[src/rtl/glr_pkg.sv]
// G-code line receiver package: character codes, verdict codes, result
// record and the streaming decimal-number parser step.
// No dependencies.
package glr_pkg;

	localparam logic [7:0] CH_TAB    = 8'h09;
	localparam logic [7:0] CH_LF     = 8'h0A;
	localparam logic [7:0] CH_CR     = 8'h0D;
	localparam logic [7:0] CH_SPACE  = 8'h20;
	localparam logic [7:0] CH_STAR   = 8'h2A;
	localparam logic [7:0] CH_PLUS   = 8'h2B;
	localparam logic [7:0] CH_MINUS  = 8'h2D;
	localparam logic [7:0] CH_ZERO   = 8'h30;
	localparam logic [7:0] CH_NINE   = 8'h39;
	localparam logic [7:0] CH_SEMI   = 8'h3B;
	localparam logic [7:0] CH_G      = 8'h47;
	localparam logic [7:0] CH_N      = 8'h4E;
	localparam logic [7:0] CH_BSLASH = 8'h5C;

	localparam logic [31:0] STR_M110 = 32'h4D313130;
	localparam logic [31:0] STR_M108 = 32'h4D313038;
	localparam logic [31:0] STR_M112 = 32'h4D313132;
	localparam logic [31:0] STR_M410 = 32'h4D343130;

	localparam logic [0:0] KIND_ECHO    = 1'b0;
	localparam logic [0:0] KIND_VERDICT = 1'b1;

	localparam logic [2:0] ST_OK     = 3'd0;
	localparam logic [2:0] ST_SEQ    = 3'd1;
	localparam logic [2:0] ST_CSUM   = 3'd2;
	localparam logic [2:0] ST_NOCSUM = 3'd3;
	localparam logic [2:0] ST_NONUM  = 3'd4;

	localparam logic [1:0] EM_NONE = 2'd0;
	localparam logic [1:0] EM_M108 = 2'd1;
	localparam logic [1:0] EM_M112 = 2'd2;
	localparam logic [1:0] EM_M410 = 2'd3;

	// number parser phases
	localparam logic [1:0] PH_IDLE  = 2'd0;
	localparam logic [1:0] PH_SKIP  = 2'd1;
	localparam logic [1:0] PH_DIGIT = 2'd2;
	localparam logic [1:0] PH_DONE  = 2'd3;

	typedef struct packed {
		logic [1:0]  phase;
		logic        neg;
		logic [31:0] mag;
	} parse_t;

	typedef struct packed {
		logic               result_kind;
		logic [7:0]         char_value;
		logic [6:0]         char_index;
		logic [2:0]         verdict_status;
		logic signed [31:0] line_number;
		logic [7:0]         computed_checksum;
		logic [6:0]         line_length;
		logic               m110_seen;
		logic [1:0]         emergency_code;
		logic               stopped_motion_alert;
	} result_t;

	function automatic logic is_blank(input logic [7:0] c);
		return (c == CH_SPACE) || (c >= CH_TAB && c <= CH_CR);
	endfunction

	// one byte through a running parser; saturates at the signed 32-bit limits
	function automatic parse_t parse_step(input parse_t p, input logic [7:0] c);
		parse_t      n;
		logic [35:0] acc;
		logic [35:0] lim;
		logic [31:0] sat;
		logic        is_dig;
		n      = p;
		is_dig = (c >= CH_ZERO) && (c <= CH_NINE);
		acc    = ({4'b0, p.mag} << 3) + ({4'b0, p.mag} << 1) + {32'b0, c[3:0]};
		lim    = p.neg ? 36'h080000000 : 36'h07FFFFFFF;
		sat    = (acc > lim) ? lim[31:0] : acc[31:0];
		unique case (p.phase)
			PH_SKIP: begin
				if (is_blank(c)) begin
					n = p;
				end else if (c == CH_PLUS || c == CH_MINUS) begin
					n.phase = PH_DIGIT;
					n.neg   = (c == CH_MINUS);
				end else if (is_dig) begin
					n.phase = PH_DIGIT;
					n.mag   = sat;
				end else begin
					n.phase = PH_DONE;
				end
			end
			PH_DIGIT: begin
				if (is_dig) n.mag = sat;
				else n.phase = PH_DONE;
			end
			PH_IDLE, PH_DONE: n = p;
			default: n = p;
		endcase
		return n;
	endfunction

	function automatic logic [31:0] parse_value(input parse_t p);
		return p.neg ? (~p.mag + 32'd1) : p.mag;
	endfunction

endpackage

[src/rtl/glr_if.sv]
// Stream interfaces of the G-code line receiver: host byte channel and
// result channel. Depends on glr_pkg for the result record.
interface glr_rx_if;
	logic       valid;
	logic       ready;
	logic [7:0] rx_byte;
	logic       machine_stopped;
	modport source (output valid, output rx_byte, output machine_stopped, input ready);
	modport sink (input valid, input rx_byte, input machine_stopped, output ready);
endinterface

interface glr_res_if;
	logic             valid;
	logic             ready;
	glr_pkg::result_t data;
	modport source (output valid, output data, input ready);
	modport sink (input valid, input data, output ready);
endinterface

[src/rtl/gcode_line_receiver.sv]
// G-code line receiver top level.
// Depends on glr_pkg and the interfaces in glr_if.sv.
//
// Usage:
//   rx  : host bytes, one per transfer, with the machine_stopped flag.
//   res : results. A stored byte gives an echo (kind 0) with its index in
//         the line; an unescaped CR/LF closing a non-empty line gives a
//         verdict (kind 1): sequence and checksum status, line number,
//         checksum, length, M110 flag, emergency code and motion alert.
//   Bytes that open or sit in a comment, backslashes, overflow bytes and
//   empty line ends give no result.
// Each result is registered before it appears on res.
// Throughput: one byte per cycle while the skid register is free. All
//   line analysis runs on the fly in running accumulators (checksum,
//   four number parsers, last-four-bytes window), so the verdict is ready
//   on the line-end byte itself and no line buffer is read back.
// Stall: results sit in an output register backed by a one-entry skid
//   register; rx.ready drops only while the skid register is occupied.
// Reset: line state and last line number (zero) are cleared and both result
//   registers are emptied; rx is ready in the first cycle after reset.
module gcode_line_receiver #(
	parameter int LINE_CAPACITY = 96
) (
	input  logic                clk,
	input  logic                arst_n,
	glr_rx_if.sink              rx,
	glr_res_if.source           res
);
	import glr_pkg::*;

	localparam int CW = $clog2(LINE_CAPACITY);
	localparam logic [CW-1:0] CNT_LAST = CW'(LINE_CAPACITY - 1);

	logic [CW-1:0] cnt_q, cnt_d;
	logic          esc_q, esc_d;
	logic          comment_q, comment_d;
	logic          lead_q, lead_d;
	logic          has_n_q, has_n_d;
	logic [2:0]    kc_q, kc_d;
	logic [7:0]    sum_q, sum_d;
	logic [31:0]   recent_q, recent_d;
	logic          m110_q, m110_d;
	parse_t        p1_q, p1_d, p2_q, p2_d, p3_q, p3_d, p4_q, p4_d;
	logic [31:0]   last_q, last_d;

	result_t main_q, skid_q, new_res;
	logic    out_v_q, skid_v_q;

	logic          in_acc, store_en, line_end, push, pop;
	logic [7:0]    c;
	logic          full, nonlead, first_nonlead;
	logic [31:0]   window;
	logic [CW+6:0] idx_ext;
	logic [31:0]   num;
	logic [2:0]    status;
	logic          csum_ok, has_star;

	assign in_acc   = rx.valid && rx.ready;
	assign rx.ready = !skid_v_q;
	assign c        = rx.rx_byte;
	assign full     = (cnt_q == CNT_LAST);
	assign idx_ext  = {7'b0, cnt_q};
	assign pop      = out_v_q && res.ready;
	assign res.valid = out_v_q;
	assign res.data  = main_q;

	assign nonlead       = !lead_q || (c != CH_SPACE);
	assign first_nonlead = lead_q && (c != CH_SPACE);
	assign window        = {recent_q[23:0], c};
	assign has_star      = (p3_q.phase != PH_IDLE);

	// verdict terms from the accumulated line state
	always_comb begin
		num = 32'd0;
		if (has_n_q) begin
			if (m110_q && p2_q.phase != PH_IDLE) num = parse_value(p2_q);
			else num = parse_value(p1_q);
		end
		csum_ok = (p3_q.mag == {24'b0, sum_q}) && (!p3_q.neg || p3_q.mag == 32'd0);
		status = ST_OK;
		if (has_n_q) begin
			if (num != last_q + 32'd1 && !m110_q) status = ST_SEQ;
			else if (!has_star) status = ST_NOCSUM;
			else if (!csum_ok) status = ST_CSUM;
		end else if (has_star) begin
			status = ST_NONUM;
		end
	end

	always_comb begin
		cnt_d     = cnt_q;
		esc_d     = esc_q;
		comment_d = comment_q;
		lead_d    = lead_q;
		has_n_d   = has_n_q;
		kc_d      = kc_q;
		sum_d     = sum_q;
		recent_d  = recent_q;
		m110_d    = m110_q;
		p1_d      = p1_q;
		p2_d      = p2_q;
		p3_d      = p3_q;
		p4_d      = p4_q;
		last_d    = last_q;
		store_en  = 1'b0;
		line_end  = 1'b0;
		new_res   = '0;
		push      = 1'b0;

		if (esc_q) begin
			esc_d    = 1'b0;
			store_en = !comment_q && !full;
		end else if (c == CH_LF || c == CH_CR) begin
			line_end  = 1'b1;
			comment_d = 1'b0;
		end else if (full) begin
			store_en = 1'b0;
		end else if (c == CH_BSLASH) begin
			esc_d = 1'b1;
		end else begin
			if (c == CH_SEMI) comment_d = 1'b1;
			store_en = !comment_q && (c != CH_SEMI);
		end

		if (in_acc && store_en) begin
			push               = 1'b1;
			new_res.result_kind = KIND_ECHO;
			new_res.char_value  = c;
			new_res.char_index  = idx_ext[6:0];
			cnt_d    = cnt_q + CW'(1);
			lead_d   = lead_q && (c == CH_SPACE);
			if (first_nonlead) has_n_d = (c == CH_N);
			if (nonlead && kc_q < 3'd5) kc_d = kc_q + 3'd1;
			if (nonlead && !has_star && c != CH_STAR) sum_d = sum_q ^ c;
			recent_d = window;
			if (window == STR_M110) m110_d = 1'b1;
			if (p1_q.phase == PH_IDLE) begin
				if (first_nonlead && c == CH_N) p1_d.phase = PH_SKIP;
			end else p1_d = parse_step(p1_q, c);
			if (p2_q.phase == PH_IDLE) begin
				if (nonlead && kc_q >= 3'd4 && c == CH_N) p2_d.phase = PH_SKIP;
			end else p2_d = parse_step(p2_q, c);
			if (p3_q.phase == PH_IDLE) begin
				if (c == CH_STAR) p3_d.phase = PH_SKIP;
			end else p3_d = parse_step(p3_q, c);
			if (p4_q.phase == PH_IDLE) begin
				if (c == CH_G) p4_d.phase = PH_SKIP;
			end else p4_d = parse_step(p4_q, c);
		end

		if (in_acc && line_end) begin
			if (cnt_q != '0) begin
				push                      = 1'b1;
				new_res.result_kind       = KIND_VERDICT;
				new_res.verdict_status    = status;
				new_res.line_number       = num;
				new_res.computed_checksum = sum_q;
				new_res.line_length       = idx_ext[6:0];
				new_res.m110_seen         = m110_q;
				if (status == ST_OK) begin
					if (has_n_q) last_d = num;
					new_res.stopped_motion_alert = rx.machine_stopped
						&& (p4_q.phase != PH_IDLE) && (p4_q.mag <= 32'd3)
						&& (!p4_q.neg || p4_q.mag == 32'd0);
					if (kc_q == 3'd4) begin
						case (recent_q)
							STR_M108: new_res.emergency_code = EM_M108;
							STR_M112: new_res.emergency_code = EM_M112;
							STR_M410: new_res.emergency_code = EM_M410;
							default:  new_res.emergency_code = EM_NONE;
						endcase
					end
				end
			end
			cnt_d    = '0;
			lead_d   = 1'b1;
			has_n_d  = 1'b0;
			kc_d     = 3'd0;
			sum_d    = 8'd0;
			recent_d = 32'd0;
			m110_d   = 1'b0;
			p1_d     = '0;
			p2_d     = '0;
			p3_d     = '0;
			p4_d     = '0;
		end
	end

	always_ff @(posedge clk or negedge arst_n) begin
		if (!arst_n) begin
			cnt_q     <= '0;
			esc_q     <= 1'b0;
			comment_q <= 1'b0;
			lead_q    <= 1'b1;
			has_n_q   <= 1'b0;
			kc_q      <= 3'd0;
			sum_q     <= 8'd0;
			recent_q  <= 32'd0;
			m110_q    <= 1'b0;
			p1_q      <= '0;
			p2_q      <= '0;
			p3_q      <= '0;
			p4_q      <= '0;
			last_q    <= 32'd0;
		end else if (in_acc) begin
			cnt_q     <= cnt_d;
			esc_q     <= esc_d;
			comment_q <= comment_d;
			lead_q    <= lead_d;
			has_n_q   <= has_n_d;
			kc_q      <= kc_d;
			sum_q     <= sum_d;
			recent_q  <= recent_d;
			m110_q    <= m110_d;
			p1_q      <= p1_d;
			p2_q      <= p2_d;
			p3_q      <= p3_d;
			p4_q      <= p4_d;
			last_q    <= last_d;
		end
	end

	// output register with one skid entry behind it
	always_ff @(posedge clk or negedge arst_n) begin
		if (!arst_n) begin
			out_v_q  <= 1'b0;
			skid_v_q <= 1'b0;
		end else begin
			if (push) begin
				if (!out_v_q || pop) out_v_q <= 1'b1;
				else skid_v_q <= 1'b1;
			end else if (pop) begin
				if (skid_v_q) skid_v_q <= 1'b0;
				else out_v_q <= 1'b0;
			end
		end
	end

	always_ff @(posedge clk) begin
		if (push) begin
			if (!out_v_q || pop) main_q <= new_res;
			else skid_q <= new_res;
		end else if (pop && skid_v_q) begin
			main_q <= skid_q;
		end
	end

	a_skid_behind_main: assert property (@(posedge clk) disable iff (!arst_n)
		skid_v_q |-> out_v_q)
		else $error("skid entry held without a result in the output register");

	a_echo_counts: assert property (@(posedge clk) disable iff (!arst_n)
		in_acc && store_en |=> cnt_q == $past(cnt_q) + CW'(1))
		else $error("stored byte did not advance the line count");

	a_line_end_clears: assert property (@(posedge clk) disable iff (!arst_n)
		in_acc && line_end |=> cnt_q == '0 && !comment_q)
		else $error("line end left line state behind");

endmodule

[src/flat_wrapper.sv]
// flat-port wrapper written by rule: the top's interface ports become plain ports
module gcode_line_receiver_flat import glr_pkg::*;
#(
	parameter int LINE_CAPACITY = 96
)
  (clk, arst_n, rx_valid, rx_rx_byte, rx_machine_stopped, rx_ready, res_valid, res_data, res_ready);
  glr_rx_if rx_i ();
  glr_res_if res_i ();
  input  logic clk;
  input  logic arst_n;
  input wire logic [$bits(rx_i.valid)-1:0] rx_valid;
  input wire logic [$bits(rx_i.rx_byte)-1:0] rx_rx_byte;
  input wire logic [$bits(rx_i.machine_stopped)-1:0] rx_machine_stopped;
  output wire logic [$bits(rx_i.ready)-1:0] rx_ready;
  output wire logic [$bits(res_i.valid)-1:0] res_valid;
  output wire logic [$bits(res_i.data)-1:0] res_data;
  input wire logic [$bits(res_i.ready)-1:0] res_ready;
  assign rx_i.valid = rx_valid;
  assign rx_i.rx_byte = rx_rx_byte;
  assign rx_i.machine_stopped = rx_machine_stopped;
  assign rx_ready = rx_i.ready;
  assign res_valid = res_i.valid;
  assign res_data = res_i.data;
  assign res_i.ready = res_ready;
  gcode_line_receiver #(.LINE_CAPACITY(LINE_CAPACITY)) u_core (.clk(clk), .arst_n(arst_n), .rx(rx_i), .res(res_i));
endmodule
[config.mk]
export PLATFORM = sky130hd
export DESIGN_NAME = gcode_line_receiver_flat
export DESIGN_NICKNAME = d
export VERILOG_FILES = /design/src/rtl/glr_pkg.sv /design/src/rtl/glr_if.sv /design/src/rtl/gcode_line_receiver.sv /design/src/flat_wrapper.sv
export SDC_FILE = /design/constraint.sdc
export NUM_CORES = 1
export LEC_CHECK = 0
export BUFFER_PORTS_ARGS = -buffer_cell sky130_fd_sc_hd__buf_2
export CAP_MARGIN = 15
export CORE_MARGIN = 3
export CORE_UTILIZATION = 35
export DETAILED_ROUTE_END_ITERATION = 8
export GPL_ROUTABILITY_DRIVEN = 1
export PLACE_DENSITY = 0.51
export SYNTH_ARGS = -nofsm -noshare
export SYNTH_HDL_FRONTEND = slang
export SYNTH_SLANG_ARGS = --single-unit
[constraint.sdc]
create_clock -name clk -period 15.5 [get_ports clk]
set_input_delay 3.1 -clock clk [delete_from_list [all_inputs] [get_ports clk]]
set_output_delay 3.1 -clock clk [all_outputs]
set_load 0.01 [all_outputs]
# Yosys cells after proc, flatten, opt, wreduce, memory -nomap -nowiden
# Index checks and enable logic that the tools add are counted.
# totals
register_bits	369
input_bits	13
out_inout_bits	72
elab_cells	352
# classes
addsub	13
n_lt_le_gt_ge	11
eq_ne	71
muxes	118
n_bitwise	5
reduce_logical	90
# ops
cell	n
2-to-1 mux 32 bit	22
2-to-1 mux 35 bit	12
one-hot mux 32 bit (2 select lines)	4
2-to-1 mux 70 bit	3
adder 35 x 33 -> 36 bit	4
adder 36 x 4 -> 36 bit	4
greater-than comparator 36 bit	4
2-to-1 mux 33 bit	4
== test 32 x 31 -> 1 bit, second input constant	4
2-to-1 mux 54 bit	2
adder 32 x 1 -> 32 bit, second input constant	3
AND reduction 6 bit	12
zero test 32 bit	2
NOT 32 bit	2
== test 8 x 6 -> 1 bit, second input constant	5
2-to-1 mux 1 bit	40
!= test 3 bit, second input constant	12
== test 32 x 8 -> 1 bit	1
less-or-equal comparator 32 x 2 -> 1 bit, second input constant	1
!= test 32 bit	1
nonzero test 2 bit	16
2-to-1 mux 2 bit	14
== test 8 x 7 -> 1 bit, second input constant	3
2-to-1 mux 8 bit	3
36 further kinds	130

# Depth between registers and ports, before layout
# Gate-level depths: netlist (run 1).
# depth
word_depth	15
mapped_depth	27
depth_no_buf	25

# Least setup slack after synthesis (run 1)
# Ideal clock, no wire load.
# synth_path
path_type	input port to flip-flop
from	in rx_rx_byte[4]
to	reg u_core.skid_q[0] (netlist name), enable pin
setup_time_ps	600
t_arrival_ps	10270
required_ps	14900
slack_ps	4630
cell_stages	9
path_buffers	1
cell_sequence	nor3_1 > nor2b_1 > nand2_1 > nor3_1 > nand2_1 > clkinv_1 > nor2_1 > clkbuf_1 > nor3b_1
# synth_via
elab_chain_cells	11
elab_cells_between_ends	18
classes_between	eq/ne (4); mux (9); reduce/logical (5)
# synth_lines
element	line_no	text
from (decl)	flat_wrapper.sv:12	input wire logic [$bits(rx_i.rx_byte)-1:0] rx_rx_byte;
!= test 8 x 6 -> 1 bit	gcode_line_receiver.sv:122	store_en = !comment_q && (c != CH_SEMI);
logical AND 1 bit	gcode_line_receiver.sv:122	
2-to-1 mux 1 bit	gcode_line_receiver.sv:118	end else if (c == CH_BSLASH) begin
2-to-1 mux 1 bit	gcode_line_receiver.sv:116	end else if (full) begin
2-to-1 mux 1 bit	gcode_line_receiver.sv:113	end else if (c == CH_LF || c == CH_CR) begin
2-to-1 mux 1 bit	gcode_line_receiver.sv:110	if (esc_q) begin
logical AND 1 bit	gcode_line_receiver.sv:125	if (in_acc && store_en) begin
2-to-1 mux 1 bit	gcode_line_receiver.sv:125	
2-to-1 mux 1 bit	gcode_line_receiver.sv:152	if (cnt_q != '0) begin
2-to-1 mux 1 bit *	gcode_line_receiver.sv:151	if (in_acc && line_end) begin
AND reduction 2 bit (no line) *	n/a	
to (signal assigned)	gcode_line_receiver.sv:242	else skid_q <= new_res;
to (decl)	gcode_line_receiver.sv:46	result_t main_q, skid_q, new_res;
# Mark *: on every way between the ends. The rest lies on a longest branch, timed or not.
# A chain may end at the register's enable or synchronous reset.

# Worst setup path after layout (run 1)
# layout_path
from	in rx_rx_byte[3]
to	reg u_core.p4_q[26] (netlist name)
# layout_via
elab_chain_cells	10
elab_cells_between_ends	41
classes_between	add/sub (1); order compare (5); eq/ne (11); mux (14); reduce/logical (10)
# layout_lines
element	line_no	text
adder 36 x 4 -> 36 bit	glr_pkg.sv:77	acc = ({4'b0, p.mag} << 3) + ({4'b0, p.mag} << 1) + {32'b0, c[3:0]};
greater-than comparator 36 bit	glr_pkg.sv:79	sat = (acc > lim) ? lim[31:0] : acc[31:0];
2-to-1 mux 32 bit	glr_pkg.sv:79	
2-to-1 mux 32 bit	glr_pkg.sv:87, glr_pkg.sv:95	
2-to-1 mux 32 bit	glr_pkg.sv:84	end else if (c == CH_PLUS || c == CH_MINUS) begin
2-to-1 mux 35 bit	glr_pkg.sv:82	if (is_blank(c)) begin
one-hot mux 32 bit (2 select lines)	glr_pkg.sv:80	unique case (p.phase)
2-to-1 mux 33 bit	gcode_line_receiver.sv:146	if (p4_q.phase == PH_IDLE) begin
2-to-1 mux 35 bit	gcode_line_receiver.sv:125	
2-to-1 mux 35 bit	gcode_line_receiver.sv:151	
to (signal assigned)	gcode_line_receiver.sv:218	p4_q <= p4_d;
to (decl)	gcode_line_receiver.sv:43	parse_t p1_q, p1_d, p2_q, p2_d, p3_q, p3_d, p4_q, p4_d;
# Parallel ways exist; a longest one is shown, timed or not. The select of a mux whose other input is x is not followed.

==> results of run 1 <==
## worst paths after layout
kind / to / cells after the start / slack [ns] / from
worst max register to register: u_core.p1_q[18] / 24 / 8.71 / u_core.p1_q[2]
worst max-delay path: u_core.p4_q[26] / 26 / 6.31 / rx_rx_byte[3]
worst min-delay path: u_core.recent_q[20] / 2 / 0.51 / u_core.recent_q[12]
max in group asynchronous: u_core.p4_q[22] / 2 / 11.43 / arst_n
worst min register to register: u_core.recent_q[20] / 2 / 0.51 / u_core.recent_q[12]
min in group asynchronous: u_core.cnt_q[2] / 1 / 2.53 / arst_n
## power by group through the flow
stage | combinational (mW) | clock (mW) | sequential, mW
finish | 0.0308 | 1.06 | 1.01
global route | 0.0356 | 1.14 | 1.01
CTS | 0.0325 | 1.09 | 1.01
detailed placement | 0.0325 | 0 | 1.03
global placement | 0.0316 | 0 | 1.03
floorplan | 0.00928 | 0 | 1.03
## cells in the mapped netlist, types with 12 or more instances
master / count
xor2_1: 61
o31ai_1: 15
inv_1: 113
or3_1: 36
a211oi_1: 26
nand2_1: 240
o21ai_0: 117
edfxtp_1: 140
dfrtp_1: 228
or4_1: 18
nand4_1: 66
mux2i_1: 17
clkbuf_1: 112
o22ai_1: 12
and2_1: 15
and3_1: 44
a21o_1: 176
nor4_1: 43
or2_2: 14
nand2b_1: 22
nor2b_1: 34
nand3_1: 79
o41ai_1: 15
xnor2_1: 148
a22o_1: 28
a21oi_1: 190
o21bai_1: 28
a221o_1: 100
nor2_1: 183
o21a_1: 26
o211ai_1: 54
ha_1: 399
a31oi_1: 21
a41oi_1: 13
nor3_1: 77
## final cells by class
class	instances	area, um2	share of cell area
Timing Repair Buffer	113	668	0.0206
Inverter	116	435	0.0134
Tap cell	1070	1340	0.0412
Clock buffer	61	1250	0.0384
Multi-Input combinational cell	2483	18600	0.572
Clock inverter	23	267	0.00821
Sequential cell	369	9940	0.306
## worst max-delay path, cell delays in order
cell and delay (ns):
buf_2 0.41, fa_1 0.54, ha_1 0.32, a21o_1 0.17, a21oi_1 0.24, o21bai_1 0.22, a2111oi_0 0.49, o31ai_1 0.18
a21oi_1 0.19, nor2b_1 0.08, o41ai_1 0.58, o2111ai_1 0.17, nand3b_1 0.15, inv_1 0.06, ha_1 0.29, a21oi_1 0.15
nor2b_1 0.05, o21ai_0 0.14, nand2b_1 0.10, a211o_1 0.27, o21ai_0 0.16, o211ai_1 0.13, a311oi_1 0.22, nand2_1 0.13
nand2_1 0.81, o211ai_1 0.20
## sequential cells by signal, indices dropped and copies added (netlist names)
signal,cells
u_core.res.valid,1
u_core.p1_q,35
u_core.lead_q,1
u_core.comment_q,1
u_core.kc_q,3
u_core.m110_q,1
u_core.last_q,32
u_core.skid_q,70
u_core.res.data,70
u_core.p4_q,35
u_core.p3_q,35
u_core.recent_q,32
u_core.sum_q,8
u_core.p2_q,35
u_core.esc_q,1
u_core.has_n_q,1
u_core.skid_v_q,1
u_core.cnt_q,7
## stage by stage
stage | cell area (um2) | std cells | utilization | hold slack, ns | power, mW
after floorplan | 29400 | 3098 | - | 0.460 | 1.04
after global placement | 30900 | 4150 | 0.374 | 0.477 | 1.06
after detailed placement | 30900 | 4150 | 0.374 | 0.491 | 1.06
after CTS | 32400 | 4234 | 0.393 | 0.510 | 2.13
after global routing | 32500 | 4235 | 0.393 | 0.522 | 2.18
final | 32500 | 4235 | 0.393 | 0.506 | 2.10
## per-layer routing
layer | global-route usage | vias up
li1 | - | 11874
met1 | 0.259 | 12116
met2 | 0.315 | 559
met3 | 0.0225 | 122
met4 | 0.0562 | 0
met5 | 0 | -
## cell families (layout without fill, tap and decap cells)
kind of cell	count (synthesis)	in the layout	synth area share
adder cells (fa/ha/maj)	407	407	0.175
XOR/XNOR	209	209	0.0623
AO/OA/AOI/OAI	913	913	0.222
flip-flops	369	369	0.338
buffers and inverters	246	313	0.0322
multiplexers	30	30	0.0113
AND/OR/NAND/NOR	924	924	0.159
==> results_dict.tcl, run 1 <==
set metrics [dict create \
    run_status "complete, no violations" \
    synth-seq-cells 369 \
    rsz0062_at_grt "no" \
    min_period_ns 9.19 \
    dieWidth_um 296 \
    ctsHoldBuffers 0 \
    crit_type "in -> reg" \
    grt_first_pass_wirelength_mm 135 \
    cp.arrival_ns 9.55 \
    finalCritPeriodShare 0.593 \
    powerDensity_mw_per_mm2 64.7 \
    netlist_instances 3098 \
    crit_fanout 31 \
    synth_edf_count 140 \
    fp-row-count 105 \
    clk_latency_ns 0.60 \
    synthesis.nets 3518 \
    drt-met1-wl_mm 39.2 \
    dp_slack_ns 5.58 \
    yosysTopAreaCell "dfrtp_1" \
    comb_power_share 0.015 \
    die_area_mm2 0.0875 \
    grt_usage 0.190 \
    design.core.area_mm2 0.0826 \
    viasPerCell 5.83 \
    final_common_cell "ha_1" \
    synthTopCellsByArea "dfrtp_1, ha_1, edfxtp_1" \
    wl_per_cell_um 19.9 \
    cts_setup_buffers 0 \
    antenna_found_initial 0 \
    drt_pass1_iterations 7 \
    wl_met3_mm 3.44 \
    vias 24671 \
    setup_viol 0 \
    cts.sinks 369 \
    hold_violations 0 \
    p_int_mw 1.62 \
    fin_skew_ns 0.0465 \
    syn_area_per_cell_um2 9.49 \
    max_freq_mhz 109 \
    n_fill_cell 8108 \
    hold_path.class "reg -> reg" \
    required_ns 15.86 \
    finalWeightedCongestion 0.882 \
    post-dp-hpwl_mm 62.5 \
    swShare 0.227 \
    wl_met2_mm 39.2 \
    antenna_cells 0 \
    maxCapViolations 0 \
    peakVddDrop_v 0.0000763 \
    grt_overflow 0 \
    antenna_left 0 \
    cts.clk_slew.worst_paths_ns 0.06 \
    syn-cell-area_mm2 0.0294 \
    power.leakage_nw 16.0 \
    clk_path_buf_depth 3 \
    fin_tns_setup_ns 0 \
    cts_buffers 45 \
    worst_setup_path_start_kind "primary input" \
    grt_max_degree 98 \
    synthDistinctLibCells 85 \
    routed_wl_mm 84.2 \
    power_switching_uw 476 \
    drive_gt1_frac 0.0796 \
    async_flop_share 0.621 \
    tightest_slew_ns 1.07 \
    htreeDepth 2 \
    drt-initial-drc-count 1583 \
    slew_headroom 0.281 \
    clkPwrFrac 0.505 \
    setup_ws_ns 6.31 \
    top_layer "met4" \
    yosysTopAreaCellShare 0.194 \
    yosysSeqAreaShare 0.338 \
    cts_tree "done" \
    seqPwrFrac 0.480 \
    port_buffers 84 \
    nets 3548 \
    cts_resized 0 \
    syn_to_final_growth_pct 10.4 \
    ys.flop_type "dfrtp_1" \
    most-common-layout-cells "ha_1, nand2_1, dfrtp_1, a21oi_1, nor2_1" \
    first_global_vias 24538 \
    cp-end-kind "flop" \
    pin_count 85 \
    start_util 0.356 \
    slew_viol_final 0 \
    root_buffer "clkbuf_16" \
    die_h_um 296 \
    drc_errors 0 \
    synth_warnings 0 \
]
Note: power is estimated with default switching activity, not from simulation.
==> run 2, diff against run 1 <==
Settings changed: PLACE_DENSITY 0.51 to 0.53.
Clock period 15.5 ns to 7.7 ns, I/O delays scaled along.
==> results_dict.tcl, run 2 (synthesis gave the netlist of run 1 again) <==
set metrics [dict create \
    cp_top_family "compound AO/OA/AOI/OAI gates" \
    root_buffer "clkbuf_16" \
    path_cells "buf_2 -> buf_4 -> fa_1 -> ha_1 -> a21o_1 -> a21oi_1 -> o21ai_0 -> a31oi_1 -> nor3_1 -> o21ai_0 -> a21oi_1 -> o21a_1 -> nor2_1 -> xnor2_1 -> ha_1 -> nand4_1 -> nor4_1 -> a221o_1 -> a31oi_1 -> o311a_1 -> and3_1 -> nor3_2 -> buf_12 -> a221o_1" \
    run_status "complete, no violations" \
    clk_path_buf_depth 3 \
    power_mw 4.32 \
    pin_count 85 \
    routed_wl_mm 83.9 \
    finalCritPeriodShare 0.919 \
    htreeDepth 2 \
    start_util 0.356 \
    cts.sinks 369 \
    slew_viol_final 0 \
    first_global_vias 23289 \
    finalWeightedCongestion 0.881 \
    drc_errors 0 \
    tightest_slew_ns 1.08 \
    hold_path.class "reg -> reg" \
    required_ns 8.23 \
    syn_to_final_growth_pct 11.1 \
    cts_setup_buffers 0 \
    grt_overflow 0 \
    cts_tree "done" \
    port_buffers 84 \
    dieWidth_um 296 \
    max_freq_mhz 141 \
    clk_latency_ns 0.62 \
    vias 24222 \
    fin_hold_ws_ns 0.497 \
    peakVddDrop_v 0.000152 \
    grt_max_degree 107 \
    crit_type "in -> reg" \
    cp-end-kind "flop" \
    antenna_cells 0 \
    stdcell_area_mm2 0.0327 \
    crit_fanout 18 \
    maxCapViolations 0 \
    hold_violations 0 \
    post-dp-hpwl_mm 61.2 \
    cts.clk_slew.worst_paths_ns 0.06 \
    antenna_left 0 \
    die_area_mm2 0.0875 \
    grt_usage 0.190 \
    fin_tns_setup_ns 0 \
    ff_latch_area_mm2 0.00994 \
    drt-initial-drc-count 1817 \
    place_area_mm2 0.0311 \
    die_h_um 296 \
    max_stage_delay_ns 0.81 \
    slowest_stage "nor3_2" \
    design.core.area_mm2 0.0826 \
    multi_input_area_mm2 0.0186 \
    rsz0062_at_grt "no" \
    drt_pass1_iterations 6 \
    worst_setup_path_start_kind "primary input" \
    viasPerCell 5.70 \
    powerDensity_mw_per_mm2 132 \
    drive_gt1_frac 0.0855 \
    grt_first_pass_wirelength_mm 134 \
    final_common_cell "ha_1" \
    wl_per_cell_um 19.7 \
    fin_skew_ns 0.0330 \
    min_period_ns 7.08 \
    cts_buffers 46 \
    nets 3567 \
    n_fill_cell 8231 \
    most-common-layout-cells "ha_1, nand2_1, dfrtp_1, a21oi_1, nor2_1" \
    crit_buf_inv 3 \
    power.leakage_nw 16.1 \
    antenna_found_initial 0 \
    slew_headroom 0.279 \
    fp-row-count 105 \
    cp.arrival_ns 7.61 \
    setup_viol 0 \
]
[run 2: through the flow]
step | setup WS, ns | instances | util
2_1_floorplan | 0.128 | 3098 | -
3_3_place_gp | 0.126 | 4169 | 0.377
3_5_place_dp | -0.00740 | 4169 | 0.377
4_1_cts | 0.591 | 4252 | 0.395
5_1_grt | 0.0805 | 4252 | 0.395
6_report | 0.621 | 4252 | 0.395
[run 2: final timing paths]
kind | depth (start not counted) | slack [ns] | startpoint | endpoint
max in group asynchronous | 2 | 5.15 | arst_n | u_core.p1_q[32]
hold / removal | 2 | 0.50 | u_core.recent_q[11] | u_core.recent_q[19]
setup / recovery | 24 | 0.62 | rx_rx_byte[3] | u_core.p3_q[26]
min in group asynchronous | 1 | 0.96 | arst_n | u_core.skid_v_q
hold reg to reg | 2 | 0.50 | u_core.recent_q[11] | u_core.recent_q[19]
setup reg to reg | 24 | 1.32 | u_core.p1_q[0] | u_core.p1_q[2]
[run 2: metal layers]
| layer | routed length (um) | part of all wire | vias up | GRT usage |
|---|---|---|---|---|
| met5 | 0 | 0 | - | 0 |
| met4 | 1940 | 0.023 | 0 | 0.0463 |
| met3 | 3030 | 0.036 | 87 | 0.0216 |
| met2 | 38700 | 0.46 | 413 | 0.309 |
| met1 | 40300 | 0.48 | 11811 | 0.269 |
| li1 | - | - | 11911 | - |
[run 2: layout make-up]
| class | instances | area share |
|---|---|---|
| Sequential cell | 369 | 0.304 |
| Tap cell | 1070 | 0.0410 |
| Inverter | 116 | 0.0133 |
| Clock buffer | 58 | 0.0381 |
| Clock inverter | 25 | 0.00950 |
| Timing Repair Buffer | 131 | 0.0251 |
| Multi-Input combinational cell | 2483 | 0.569 |
[run 2: repair_timing]
item / 4_1_cts / 5_1_grt
setup endpoints to repair: 0 / 1
hold buffers: 0 / 0
gates resized for setup: 0 / 1
[run 2: power breakdown]
part	leakage (nW)	total, mW	switching, mW	internal [mW]
logic	10.9	0.0637	0.0502	0.0135
registers	4.48	2.03	0	2.03
clock network	0.745	2.23	0.935	1.29
[run 2: worst reg2reg max path, stage by stage, from the launching register on]
cell,delay (ns)
dfrtp_1,0.58
fa_1,0.54
ha_1,0.33
a211oi_1,0.20
nor2_1,0.10
o31a_1,0.32
o311a_1,0.35
a2111o_1,0.43
a31o_2,0.25
a21oi_1,0.17
o21ai_0,0.12
xnor2_1,0.22
ha_1,0.28
a21o_1,0.18
a21o_1,0.16
a21o_1,0.19
a211oi_1,0.19
o21ai_0,0.13
a21oi_1,0.13
a21oi_1,0.08
a311o_1,0.32
nor3_1,0.35
nor3_2,0.06
buf_4,0.27
a221o_1,0.31
